--- config.mk ---
export PLATFORM = sky130hd
export DESIGN_NAME = glyph_slot_lfu_cache
export DESIGN_NICKNAME = d
export VERILOG_FILES = /design/src/design/gslfu_pkg.sv /design/src/design/glyph_slot_lfu_cache.sv /design/src/design/gslfu_slot_mem.sv /design/src/design/gslfu_ctrl.sv
export SDC_FILE = /design/constraint.sdc
export NUM_CORES = 1
export LEC_CHECK = 0
export ABC_AREA = 1
export BUFFER_PORTS_ARGS = -buffer_cell sky130_fd_sc_hd__buf_4
export CORE_UTILIZATION = 55
export CTS_BUF_LIST = sky130_fd_sc_hd__clkbuf_4 sky130_fd_sc_hd__clkbuf_8
export CTS_CLUSTER_DIAMETER = 150
export DETAILED_ROUTE_END_ITERATION = 10
export PLACE_DENSITY = 0.8
export SLEW_MARGIN = 20
export SYNTH_ARGS = -nofsm -noshare
export SYNTH_HDL_FRONTEND = slang
export SYNTH_SLANG_ARGS = --single-unit
--- constraint.sdc ---
create_clock -name clk -period 2.6 [get_ports clk]
set_input_delay 0.26 -clock clk [delete_from_list [all_inputs] [get_ports clk]]
set_output_delay 0.26 -clock clk [all_outputs]
set_load 0.05 [all_outputs]
--- src/design/gslfu_pkg.sv ---
package gslfu_pkg;

  localparam int NUM_SLOTS_DEF = 8;
  localparam int GLYPH_W       = 8;
  localparam int USAGE_W       = 8;
  localparam int SLOT_OUT_W    = 3;

  localparam logic [GLYPH_W-1:0] EMPTY_TAG  = 8'hFF;
  localparam logic [USAGE_W-1:0] USAGE_MAX  = 8'hFF;
  localparam logic [USAGE_W-1:0] USAGE_INIT = 8'd1;
  localparam logic [USAGE_W-1:0] USAGE_RST  = 8'd0;

  typedef struct packed {
    logic [GLYPH_W-1:0] tag;
    logic [USAGE_W-1:0] usage;
  } slot_ent_t;

  localparam slot_ent_t EMPTY_ENT = '{tag: EMPTY_TAG, usage: USAGE_RST};

  typedef struct packed {
    logic                  evicted;
    logic                  need_load;
    logic                  hit;
    logic [SLOT_OUT_W-1:0] slot;
  } gslfu_res_t;

endpackage

--- src/design/glyph_slot_lfu_cache.sv ---
// A request runs through the scan, last and write states; the scan sweeps every slot
// through the single read port of the slot memory, and a request with the reserved
// empty index goes straight to write. Write pushes the result into the output register
// once it is free; a new request is accepted only when the block is back in idle.
// Reset: synchronous active-low rst_n clears the slot valid bits (all slots read as
// empty with zero usage), the sequencer and the output valid flag.
module glyph_slot_lfu_cache
  import gslfu_pkg::*;
#(
  parameter int NUM_SLOTS = NUM_SLOTS_DEF
) (
  input  logic       clk,
  input  logic       rst_n,
  input  logic       in_tvalid,
  output logic       in_tready,
  input  logic [7:0] in_tdata,   // [7:0] glyph_index
  output logic       out_tvalid,
  input  logic       out_tready,
  output logic [7:0] out_tdata   // [2:0] slot, [3] hit, [4] need_load, [5] evicted, [7:6] zero
);

  localparam int SLOT_W = $clog2(NUM_SLOTS);

  logic              out_free;
  logic              res_push;
  gslfu_res_t        res;
  logic              rd_en;
  logic [SLOT_W-1:0] rd_addr;
  slot_ent_t         rd_data;
  logic              wr_en;
  logic [SLOT_W-1:0] wr_addr;
  slot_ent_t         wr_data;
  logic              out_valid_r;
  gslfu_res_t        out_res_r;

  gslfu_ctrl #(.NUM_SLOTS(NUM_SLOTS)) u_ctrl (
    .clk      (clk),
    .rst_n    (rst_n),
    .in_valid (in_tvalid),
    .in_glyph (in_tdata[GLYPH_W-1:0]),
    .in_ready (in_tready),
    .out_free (out_free),
    .res_push (res_push),
    .res      (res),
    .rd_en    (rd_en),
    .rd_addr  (rd_addr),
    .rd_data  (rd_data),
    .wr_en    (wr_en),
    .wr_addr  (wr_addr),
    .wr_data  (wr_data)
  );

  gslfu_slot_mem #(.NUM_SLOTS(NUM_SLOTS)) u_mem (
    .clk     (clk),
    .rst_n   (rst_n),
    .rd_en   (rd_en),
    .rd_addr (rd_addr),
    .rd_data (rd_data),
    .wr_en   (wr_en),
    .wr_addr (wr_addr),
    .wr_data (wr_data)
  );

  assign out_free = !out_valid_r || out_tready;

  always_ff @(posedge clk) begin
    if (!rst_n) begin
      out_valid_r <= 1'b0;
    end else if (res_push) begin
      out_valid_r <= 1'b1;
      out_res_r   <= res;
    end else if (out_tready) begin
      out_valid_r <= 1'b0;
    end
  end

  assign out_tvalid = out_valid_r;
  assign out_tdata  = {2'b00, out_res_r};

  a_push_free: assert property (@(posedge clk) disable iff (!rst_n)
    res_push |-> (!out_valid_r || out_tready))
    else $error("result pushed into occupied output register");

  a_hit_no_load: assert property (@(posedge clk) disable iff (!rst_n)
    (res_push && res.hit) |-> (!res.need_load && !res.evicted && wr_en))
    else $error("hit result flags a load");

  a_accept_busy: assert property (@(posedge clk) disable iff (!rst_n)
    (in_tvalid && in_tready) |=> !in_tready)
    else $error("second transaction accepted while busy");

  a_write_push: assert property (@(posedge clk) disable iff (!rst_n)
    wr_en |-> (res_push && (res.hit || res.need_load)))
    else $error("slot write without a matching result");

endmodule

--- src/design/gslfu_slot_mem.sv ---
module gslfu_slot_mem
  import gslfu_pkg::*;
#(
  parameter int NUM_SLOTS = NUM_SLOTS_DEF,
  localparam int SLOT_W = $clog2(NUM_SLOTS)
) (
  input  logic              clk,
  input  logic              rst_n,
  input  logic              rd_en,
  input  logic [SLOT_W-1:0] rd_addr,
  output slot_ent_t         rd_data,
  input  logic              wr_en,
  input  logic [SLOT_W-1:0] wr_addr,
  input  slot_ent_t         wr_data
);

  slot_ent_t             mem_r [NUM_SLOTS];
  logic [NUM_SLOTS-1:0]  valid_r;
  slot_ent_t             rd_data_r;

  always_ff @(posedge clk) begin
    if (wr_en) begin
      mem_r[wr_addr] <= wr_data;
    end
  end

  always_ff @(posedge clk) begin
    if (!rst_n) begin
      valid_r <= '0;
    end else if (wr_en) begin
      valid_r[wr_addr] <= 1'b1;
    end
  end

  // unwritten entries read as empty
  always_ff @(posedge clk) begin
    if (rd_en) begin
      rd_data_r <= valid_r[rd_addr] ? mem_r[rd_addr] : EMPTY_ENT;
    end
  end

  assign rd_data = rd_data_r;

endmodule

--- src/design/gslfu_ctrl.sv ---
module gslfu_ctrl
  import gslfu_pkg::*;
#(
  parameter int NUM_SLOTS = NUM_SLOTS_DEF,
  localparam int SLOT_W = $clog2(NUM_SLOTS)
) (
  input  logic               clk,
  input  logic               rst_n,
  input  logic               in_valid,
  input  logic [GLYPH_W-1:0] in_glyph,
  output logic               in_ready,
  input  logic               out_free,
  output logic               res_push,
  output gslfu_res_t         res,
  output logic               rd_en,
  output logic [SLOT_W-1:0]  rd_addr,
  input  slot_ent_t          rd_data,
  output logic               wr_en,
  output logic [SLOT_W-1:0]  wr_addr,
  output slot_ent_t          wr_data
);

  localparam logic [SLOT_W-1:0] LAST_IDX = SLOT_W'(NUM_SLOTS - 1);

  typedef enum logic [1:0] {
    ST_IDLE,
    ST_SCAN,
    ST_LAST,
    ST_WRITE
  } state_t;

  state_t              state_r;
  logic [SLOT_W-1:0]   cnt_r;
  logic                chk_vld_r;
  logic [SLOT_W-1:0]   chk_idx_r;
  logic [GLYPH_W-1:0]  glyph_r;
  logic                ign_r;
  logic                hit_r;
  logic [SLOT_W-1:0]   hit_idx_r;
  logic [USAGE_W-1:0]  hit_use_r;
  logic                emp_r;
  logic [SLOT_W-1:0]   emp_idx_r;
  logic [USAGE_W-1:0]  min_use_r;
  logic [SLOT_W-1:0]   min_idx_r;
  logic [SLOT_W+2:0]   slot_ext;

  always_ff @(posedge clk) begin
    if (!rst_n) begin
      state_r   <= ST_IDLE;
      chk_vld_r <= 1'b0;
      cnt_r     <= '0;
    end else begin
      chk_vld_r <= rd_en;
      chk_idx_r <= rd_addr;
      unique case (state_r)
        ST_IDLE: begin
          if (in_valid) begin
            glyph_r <= in_glyph;
            ign_r   <= (in_glyph == EMPTY_TAG);
            hit_r   <= 1'b0;
            emp_r   <= 1'b0;
            cnt_r   <= '0;
            state_r <= (in_glyph == EMPTY_TAG) ? ST_WRITE : ST_SCAN;
          end
        end
        ST_SCAN: begin
          cnt_r <= cnt_r + SLOT_W'(1);
          if (cnt_r == LAST_IDX) begin
            state_r <= ST_LAST;
          end
        end
        ST_LAST: begin
          state_r <= ST_WRITE;
        end
        ST_WRITE: begin
          if (out_free) begin
            state_r <= ST_IDLE;
          end
        end
        default: begin
          state_r <= ST_IDLE;
        end
      endcase
      if (chk_vld_r) begin
        if (!hit_r && rd_data.tag == glyph_r) begin
          hit_r     <= 1'b1;
          hit_idx_r <= chk_idx_r;
          hit_use_r <= rd_data.usage;
        end
        if (!emp_r && rd_data.tag == EMPTY_TAG) begin
          emp_r     <= 1'b1;
          emp_idx_r <= chk_idx_r;
        end
        if (chk_idx_r == '0 || rd_data.usage < min_use_r) begin
          min_use_r <= rd_data.usage;
          min_idx_r <= chk_idx_r;
        end
      end
    end
  end

  assign in_ready = (state_r == ST_IDLE);
  assign rd_en    = (state_r == ST_SCAN);
  assign rd_addr  = cnt_r;
  assign res_push = (state_r == ST_WRITE) && out_free;
  assign wr_en    = res_push && !ign_r;

  always_comb begin
    priority if (hit_r) begin
      wr_addr = hit_idx_r;
    end else if (emp_r) begin
      wr_addr = emp_idx_r;
    end else begin
      wr_addr = min_idx_r;
    end
  end

  always_comb begin
    wr_data.tag = glyph_r;
    if (hit_r) begin
      wr_data.usage = (hit_use_r == USAGE_MAX) ? hit_use_r : hit_use_r + USAGE_W'(1);
    end else begin
      wr_data.usage = USAGE_INIT;
    end
  end

  assign slot_ext = {3'b000, wr_addr};

  always_comb begin
    if (ign_r) begin
      res = '0;
    end else begin
      res.slot      = slot_ext[SLOT_OUT_W-1:0];
      res.hit       = hit_r;
      res.need_load = !hit_r;
      res.evicted   = !hit_r && !emp_r;
    end
  end

endmodule
==> qor.yml, run 1 <==
status: "finished clean"
final_area_sq_um: 9370
syn_to_final_growth_pct: 11.6
ir_drop_v: 0.000861
std_cell_rows: 44
grt_pass1_vias: 5520
vias_per_cell: 5.67
synth_area_sq_um: 8390
timing.fmax_mhz: 437
multi_input_area_sq_um: 2000
synth_edf_count: 189
critPathLaunchType: "flip-flop"
yosysWarnings: 0
post-route-min-period_ns: 2.29
routedWlPerCell_um: 18.5
clock_path_buffers: 3
drc_errors: 0
ys_ff_latch: 204
placed_area_sq_um: 8710
arrival_ns: 2.47
total_power_mw: 7.92
drv_cap: 0
fin_tns_setup_ns: 0
grt_max_degree: 72
clockRootBuffer: "clkbuf_8"
cts.htree.levels: 1
crit_family: "buffers and inverters"
crit_buf_inv: 2
seq_area_sq_um: 5980
timing.slew.headroom_pct: 48.2
synth_top_area_cell: "edfxtp_1"
n_fill_cell: 1046
hold_class: "in2reg"
fin_skew_ns: 0.00980
place_hpwl_mm: 11.2
numCtsBuffers: 30
layout_setup_ws_ns: 0.310
leakage_nw: 3.56
globalRouteOverflowTotal: 0
cp_slowest_cell: "inv_1"
dp_slack_ns: 0.394
ios: 22
place_congestion: 0.900
crit_type: "reg2reg"
portBuffers: 19
ys_seq_area_share_pct: 71.2
dr.pass1.iters: 5
post_cts_buffers: 0
antenna_cells: 0
grt_pass1_wl_mm: 28.7
drt_iter0_drc: 555
tightest_slew_ns: 0.776
dieArea_sq_um: 15800
fp.dieW_um: 126
clk_pin_slew_worst_paths_ns: 0.06
yosysUniqueCellTypes: 31
hold_ws_ns: 0.0198
crit_required_ns: 2.78
path_max_fanout: 16
cts.sinks: 204
drv_slew: 0
hold_violations: 0
nets: 781
crit_chain: "inv_2 > or2_1 > nand2_2 > a21oi_1 > nand2_1 > inv_1"
final-setup-viol-count: 0
rsz0062_at_grt: "false"
detail_route.wirelength_mm: 17.8
initial_utilization_pct: 57.1
synth_area_per_cell_sq_um: 11.9
synth_top_area_share_pct: 67.6
power_density_nw_per_um2: 845
antenna_left: 0
synth-main-ff-cell: "edfxtp_1"
synthTopCellsByArea: "edfxtp_1 68%, nand2_1 4.8%, nor2_1 4.7%"
drive_gt1_share_pct: 12.7
period_share_pct: 88.1
syn_inst: 707
cts_tree: "yes"
grtUsageTotal_pct: 23.8
async_reset_ff_share_pct: 0
die_y_um: 126
clk_latency_ns: 0.55
max_stage_delay_ns: 0.58
core_sq_um: 14700
num_vias: 5459
cp-end-kind: "flip-flop"
antenna_found_initial: 0
synthesized netlist by cell type, types with 9 or more instances:
| cell type | instances |
|---|---|
| nor2_1 | 104 |
| clkbuf_1 | 9 |
| nand2_1 | 108 |
| a21oi_1 | 26 |
| o21ai_0 | 72 |
| o21ai_1 | 15 |
| edfxtp_1 | 189 |
| nand3_1 | 19 |
| ha_1 | 14 |
| dfxtp_1 | 15 |
| inv_1 | 58 |
| o22ai_1 | 25 |
final cells by class:
class | instances | area share, %
clock inverter | 8 | 0.334
timing repair buffer | 44 | 3.74
inverter | 62 | 2.48
tap | 184 | 2.46
multi-input combinational | 413 | 21.4
clock buffer | 47 | 5.84
sequential | 204 | 63.8
metrics by stage:
stage | cells | util (%)
6_report | 962 | 63.7
5_1_grt | 962 | 63.7
4_1_cts | 962 | 63.7
3_5_place_dp | 899 | 59.3
3_3_place_gp | 899 | 59.3
2_1_floorplan | 708 | -
registers in the layout, indices dropped and copies added, names as in the netlist, 6 cells and up:
name	count
u_mem.valid_r	8
u_ctrl.min_use_r	8
u_ctrl.hit_use_r	8
u_mem.rd_data	16
u_mem.mem_r	128
u_ctrl.glyph_r	8
out_tdata	6
kinds of logic (layout without fill, tap and decap cells):
kind of cell | after synthesis | after routing | share of synthesized area (%)
and+or+nand+nor | 252 | 252 | 12.3
DFF | 204 | 204 | 71.2
AOI/OAI and AO/OA | 139 | 139 | 8.70
buffers and inverters | 91 | 161 | 5.02
adders and majority gates | 14 | 14 | 2.09
xor gates and xnor gates | 6 | 6 | 0.626
other | 1 | 2 | 0.0447
routing by layer:
metal,part of all wire (%),vias to the layer above,wire (um),global-route usage (%)
li1,-,2553,-,-
met1,40,2641,7160,30.4
met2,50,220,8970,41.0
met3,6.7,45,1190,4.02
met4,2.9,0,524,8.90
met5,0,-,0,0
final timing paths:
check                                                    from                       endpoint  slack, ns  cells after the start
worst max-delay path                   u_ctrl.hit_r$_DFFE_PP_    u_mem.mem_r[4][3]$_DFFE_PP_       0.31                      6
worst min-delay path                                    rst_n  u_ctrl.chk_idx_r[0]$_DFFE_PP_       0.02                      1
worst max register to register         u_ctrl.hit_r$_DFFE_PP_    u_mem.mem_r[4][3]$_DFFE_PP_       0.31                      6
worst min register to register  u_mem.valid_r[3]$_SDFFE_PN0P_  u_mem.valid_r[3]$_SDFFE_PN0P_       0.47                      2
where the power goes:
part           switching [mW]  internal, mW  leakage, nW
Clock                    1.14          1.32        0.311
Combinational            1.00         0.425         1.42
Sequential              0.158          3.87         1.83
Total                    2.30          5.62         3.56
repair_timing:
action	in CTS	in global routing
hold endpoints to repair	8	0
hold buffers	8	0
gates resized for setup	0	0
cell usage in the layout, fill, tap and decap left out, drive strengths merged:
master and instances:
a21oi 27, buf 36, clkbuf 47, clkinv 9, conb 2, dfxtp 15
dlygate4sd3 8, edfxtp 189, ha 14, inv 61, nand2 112, nand3 22
nand4 3, nor2 106, nor3 3, o21ai 87, o22ai 25, or2 4
or3 2, xnor2 5, xor2 1
worst register-to-register path, cell delays in order (launching register included):
cell,delay (ns)
edfxtp_1,0.51
inv_2,0.24
or2_1,0.18
nand2_2,0.09
a21oi_1,0.20
nand2_1,0.11
inv_1,0.58
Note: power is estimated with default switching activity, not from simulation.
==> inputs of run 2 (changes only) <==
Settings changed: PLACE_DENSITY 0.8 to 0.82, SLEW_MARGIN 20 to 10.
Clock period 2.6 ns to 1.9 ns, I/O delays scaled along.
==> run 2 against run 1 <==
  * Clock power grew 52%
  * Via count grew 3.2%
  * Routed wire length grew 7.6%
==> qor.yml, run 2 (synthesis gave the netlist of run 1 again) <==
cts_tree: "yes"
drv_cap: 0  # unchanged
dp_slack_ns: -0.0907  # -0.485 ns
tightest_slew_ns: 0.505  # -0.271 ns
place_hpwl_mm: 10.9  # -2.7%
p_seq_share_pct: 48.4  # -2.4 points
ios: 22  # unchanged
crit_type: "reg2reg"
cts.htree.levels: 1  # unchanged
layout_common_cells: "189 x edfxtp_1, 107 x nand2_1, 100 x nor2_1"
n_fill_cell: 992  # -5.2%
clkPwrFrac_pct: 32.9  # +1.8 points
hold_violations: 0  # unchanged
vias_per_cell: 5.72  # +0.88%
drive_gt1_share_pct: 17.0  # +4.3 points
total_power_mw: 11.4  # +44%
leakage_nw: 3.73  # +4.6%
met1_usage_pct: 32.2  # +1.8 points
intPower_mw: 8.06  # +43%
arrival_ns: 2.15  # -0.32 ns
drc_errors: 0  # unchanged
fin_tns_setup_ns: 0  # unchanged
final-setup-viol-count: 0  # unchanged
clk_pin_slew_worst_paths_ns: 0.06  # about the same
dp.cells: 911  # +1.3%
crit_required_ns: 2.16  # -0.62 ns
layout_setup_ws_ns: 0.00609  # -0.304 ns
post-route-min-period_ns: 1.89  # -0.396 ns
global_route.usage.met3_pct: 4.28  # +0.26 points
grt_max_degree: 65  # -9.7%
std_cell_rows: 44  # unchanged
fin_skew_ns: 0.0168  # +0.00700 ns
grt_pass1_vias: 5707  # +3.4%
place_congestion: 0.838  # -6.8%
antenna_cells: 0  # unchanged
power_density_nw_per_um2: 1160  # +38%
final_common_cell: "edfxtp_1"
final_area_sq_um: 9790  # +4.5%
largest_register_ffs: 128  # unchanged
regMostFlops: "u_mem.mem_r"
hold_class: "in2reg"
numCtsBuffers: 31  # +3.3%
path_max_fanout: 8  # -8
initial_utilization_pct: 57.1  # unchanged
die_y_um: 126  # unchanged
comb_power_share_pct: 18.7  # +0.7 points
cts.sinks: 204  # unchanged
grtUsageTotal_pct: 24.8  # +0.96 points
status: "finished clean"
drt_iter0_drc: 651  # +17%
syn_to_final_growth_pct: 16.7
clockRootBuffer: "clkbuf_8"
fp.dieW_um: 126  # unchanged
dr.pass1.iters: 5  # unchanged
p_switching_mw: 3.33  # +45%
globalRouteOverflowTotal: 0  # unchanged
gr-usage-met2_pct: 41.7  # +0.69 points
placed_area_sq_um: 8940  # +2.6%
clk_latency_ns: 0.57  # +0.02 ns
antenna_found_initial: 0  # unchanged
grt_pass1_wl_mm: 29.7  # +3.7%
timing.slew.headroom_pct: 66.3  # +18 points
num_vias: 5633  # +3.2%
dieArea_sq_um: 15800  # unchanged
portBuffers: 19  # unchanged
period_share_pct: 99.7  # +12 points
cp-end-kind: "flip-flop"
antenna_left: 0  # unchanged
timing.fmax_mhz: 528  # +21%
nets: 801  # +2.6%
switching_share_pct: 29.3  # +0.18 points
critPathLaunchType: "flip-flop"
instances_no_fill: 984  # +2.3%
routedWlPerCell_um: 19.5  # +5.2%
core_sq_um: 14700  # unchanged
clock_path_buffers: 3  # unchanged
detail_route.wirelength_mm: 19.2  # +7.6%
grt-busiest-layer: "met2"
drv_slew: 0  # unchanged
ir_drop_v: 0.00109  # +26%
[run 2: routing by layer]
| metal | vias to the layer above | wire length, um |
|---|---|---|
| met5 | - | 0 |
| met3 | 56 | 1780 |
| met1 | 2696 | 7380 |
| met4 | 0 | 528 |
| li1 | 2590 | - |
| met2 | 291 | 9520 |
[run 2: layout make-up]
| class | instances | area, sq um | share of cell area [%] |
|---|---|---|---|
| Clock buffer | 41 | 520 | 5.31 |
| Clock inverter | 17 | 136 | 1.39 |
| Inverter | 62 | 233 | 2.38 |
| Multi-Input combinational cell | 413 | 2070 | 21.1 |
| Sequential cell | 204 | 5980 | 61.0 |
| Tap cell | 184 | 230 | 2.35 |
| Timing Repair Buffer | 63 | 631 | 6.44 |
[run 2: power by group through the flow]
| stage | Clock (mW) | Combinational, mW | Sequential [mW] |
|---|---|---|---|
| 2_1_floorplan | 0 | 1.48 | 5.54 |
| 3_3_place_gp | 0 | 1.91 | 5.58 |
| 3_5_place_dp | 0 | 2.00 | 5.60 |
| 4_1_cts | 3.77 | 2.04 | 5.50 |
| 5_1_grt | 3.99 | 2.36 | 5.53 |
| 6_report | 3.75 | 2.13 | 5.51 |
[run 2: timing repair]
item	in CTS	in global routing
pin swaps	0	3
hold endpoints to repair	19	0
cloned	0	0
hold buffers	10	0
buffers inserted	0	5
endpoints found under the setup margin	32	68
resized for setup	5	10
[run 2: path summary, 6_finish.rpt]
kind / from / to / slack, ns / cells past startpoint
max: u_ctrl.hit_use_r[1]$_DFFE_PP_ / u_mem.mem_r[4][0]$_DFFE_PP_ / 0.006 / 7
min: in_tvalid / u_ctrl.rd_addr[2]$_SDFFE_PN0P_ / 0.09 / 5
max reg2reg: u_ctrl.hit_use_r[1]$_DFFE_PP_ / u_mem.mem_r[4][0]$_DFFE_PP_ / 0.006 / 7
min reg2reg: u_mem.valid_r[4]$_SDFFE_PN0P_ / u_mem.valid_r[4]$_SDFFE_PN0P_ / 0.46 / 2
[run 2: stage by stage]
stage	util [%]	hold WS, ns
CTS	66.1	0.0643
floorplan	-	0.288
finish	66.6	0.0945
global placement	60.8	0.380
detailed placement	60.8	0.379
global route	66.6	0.106
[run 2: critical path, stage by stage (launching register included)]
cell and delay, ns:
edfxtp_1 0.39, ha_1 0.29, nand3_2 0.16, nor2_4 0.15, nand3_2 0.15, inv_1 0.16
or2_2 0.14, nand3_2 0.14
==> inputs of run 3 (changes only) <==
==> constraint.sdc (replaced) <==
create_clock -name clk -period 1.9 [get_ports clk]
set_input_delay 0.095 -clock clk [delete_from_list [all_inputs] [get_ports clk]]
set_output_delay 0.095 -clock clk [all_outputs]
set_load 0.05 [all_outputs]
==> run 3 against run 2 <==
  * Global-route usage increased by 0.050 points
  * Die area unchanged
  * Worst hold slack improved by 0.18 ns
  * Critical path depth unchanged
  * Via count increased by 0.50%
  * Highest routed layer unchanged
==> qor.yml, run 3 (synthesis gave the netlist of run 1 again) <==
status: "finished clean"
cts_tree: "yes"
hold_violations: 0  # unchanged
drt_iter0_drc: 650  # -0.15%
clockRootBuffer: "clkbuf_8"
dp.cells: 911  # unchanged
layout_common_cells: "189 x edfxtp_1, 107 x nand2_1, 100 x nor2_1"
cp_slowest_cell: "edfxtp_1"
arrival_ns: 2.14  # about the same
grt_pass1_vias: 5728  # +0.37%
period_share_pct: 98.6  # -1.1 points
std_cell_rows: 44  # unchanged
dr.pass1.iters: 5  # unchanged
intPower_mw: 8.06  # about the same
total_power_mw: 11.4  # about the same
path_max_fanout: 8  # unchanged
wl_met3_mm: 1.69  # -5.1%
ir_drop_v: 0.00110  # +1.6%
syn_to_final_growth_pct: 16.8
hold_class: "in2reg"
rrSetupSlack_ns: 0.03  # +0.02 ns
grtUsageTotal_pct: 24.8  # +0.050 points
top_layer: "met4"
globalRouteOverflowTotal: 0  # unchanged
largest_register_ffs: 128  # unchanged
comb_power_share_pct: 18.7  # about the same
crit_family: "simple AND/OR/NAND/NOR gates"
antenna_found_initial: 0  # unchanged
p_switching_mw: 3.34  # +0.11%
die_y_um: 126  # unchanged
final_area_sq_um: 9800  # +0.10%
fin_skew_ns: 0.0181  # +0.00134 ns
critPathLaunchType: "flip-flop"
hold_ws_ns: 0.273  # +0.179 ns
timing.fmax_mhz: 534  # +1.1%
cts.htree.levels: 1  # unchanged
regMostFlops: "u_mem.mem_r"
portBuffers: 19  # unchanged
clkPwrFrac_pct: 32.9  # about the same
power_density_nw_per_um2: 1160  # about the same
placed_area_sq_um: 8940  # unchanged
switching_share_pct: 29.3  # about the same
dieArea_sq_um: 15800  # unchanged
place_hpwl_mm: 10.9  # unchanged
cts.sinks: 204  # unchanged
clock_path_buffers: 3  # unchanged
numCtsBuffers: 31  # unchanged
core_sq_um: 14700  # unchanged
cp-end-kind: "flip-flop"
routedWlPerCell_um: 19.5  # -0.20%
detail_route.wirelength_mm: 19.2  # about the same
grt_max_degree: 65  # unchanged
ios: 22  # unchanged
p_seq_share_pct: 48.3  # about the same
drv_slew: 0  # unchanged
place_congestion: 0.838  # unchanged
max_stage_delay_ns: 0.39  # about the same
crit_chain: "ha_1 > nand3_2 > nor2_4 > nand3_2 > inv_1 > or2_2 > nand3_2"
antenna_cells: 0  # unchanged
fp.dieW_um: 126  # unchanged
num_vias: 5661  # +0.50%
drv_cap: 0  # unchanged
drive_gt1_share_pct: 17.0  # -0.021 points
clk_latency_ns: 0.57  # about the same
met2_length_mm: 9.57  # +0.60%
crit_type: "reg2reg"
clk_pin_slew_worst_paths_ns: 0.06  # about the same
met1Wirelength_mm: 7.37  # about the same
crit_buf_inv: 1  # unchanged
final-setup-viol-count: 0  # unchanged
vias_per_cell: 5.75  # +0.40%
drc_errors: 0  # unchanged
antenna_left: 0  # unchanged
instances_no_fill: 985  # +0.10%
nets: 802  # +0.12%
grt_pass1_wl_mm: 29.7  # about the same
leakage_nw: 3.73  # +0.11%
cpMostUsedCell: "nand3_2"
post-route-min-period_ns: 1.87  # -0.0211 ns
crit_required_ns: 2.17  # about the same
initial_utilization_pct: 57.1  # unchanged
final_common_cell: "edfxtp_1"
==> run 3: cell count changes in the layout (fill, tap and decap cells not counted), sizes merged <==
cell         previous run  this run
dlygate4sd3            10        11
==> run 3: cell type report <==
cell class | instances | area (sq um)
multi-input cells | 413 | 2070
clock buffers | 41 | 520
clock inverters | 17 | 136
fillers | 986 | 4900
well taps | 184 | 230
inverters | 62 | 233
repair buffers | 64 | 641
flip-flops and latches | 204 | 5980
==> run 3: path summary, 6_finish.rpt <==
check / startpoint / end / cells past startpoint
max: u_ctrl.hit_use_r[1]$_DFFE_PP_ / u_mem.mem_r[1][0]$_DFFE_PP_ / 7
min: in_tdata[1] / u_ctrl.glyph_r[1]$_DFFE_PP_ / 2
max reg2reg: u_ctrl.hit_use_r[1]$_DFFE_PP_ / u_mem.mem_r[1][0]$_DFFE_PP_ / 7
min reg2reg: u_mem.valid_r[4]$_SDFFE_PN0P_ / u_mem.valid_r[4]$_SDFFE_PN0P_ / 2
==> run 3: what timing repair did <==
item                       4_1_cts  5_1_grt
setup endpoints to repair       32       57
pin swaps                        0        3
hold endpoints to repair        21        0
hold buffers                    11        0
gates resized for setup          5       10
buffers inserted                 0        5
==> run 3: power groups by stage <==
stage	sequential, mW	clock [mW]	combinational [mW]
6_report	5.51	3.75	2.13
2_1_floorplan	5.54	0	1.48
3_3_place_gp	5.58	0	1.91
5_1_grt	5.53	3.99	2.36
4_1_cts	5.50	3.77	2.04
3_5_place_dp	5.60	0	2.00
==> run 3: layer usage <==
metal | track usage [%] | vias up
met5 | 0 | -
met3 | 4.41 | 51
li1 | - | 2595
met4 | 9.97 | 0
met1 | 32.0 | 2715
met2 | 41.9 | 300
==> run 3: stage by stage <==
stage                     utilization, %  TNS, ns  setup slack, ns
after floorplan                        -        0           0.0785
after global placement              60.8        0            0.160
after detailed placement            60.8    -1.52          -0.0907
after CTS                           66.1        0          0.00524
after global routing                66.7    -1.86          -0.0805
final                               66.7        0           0.0272
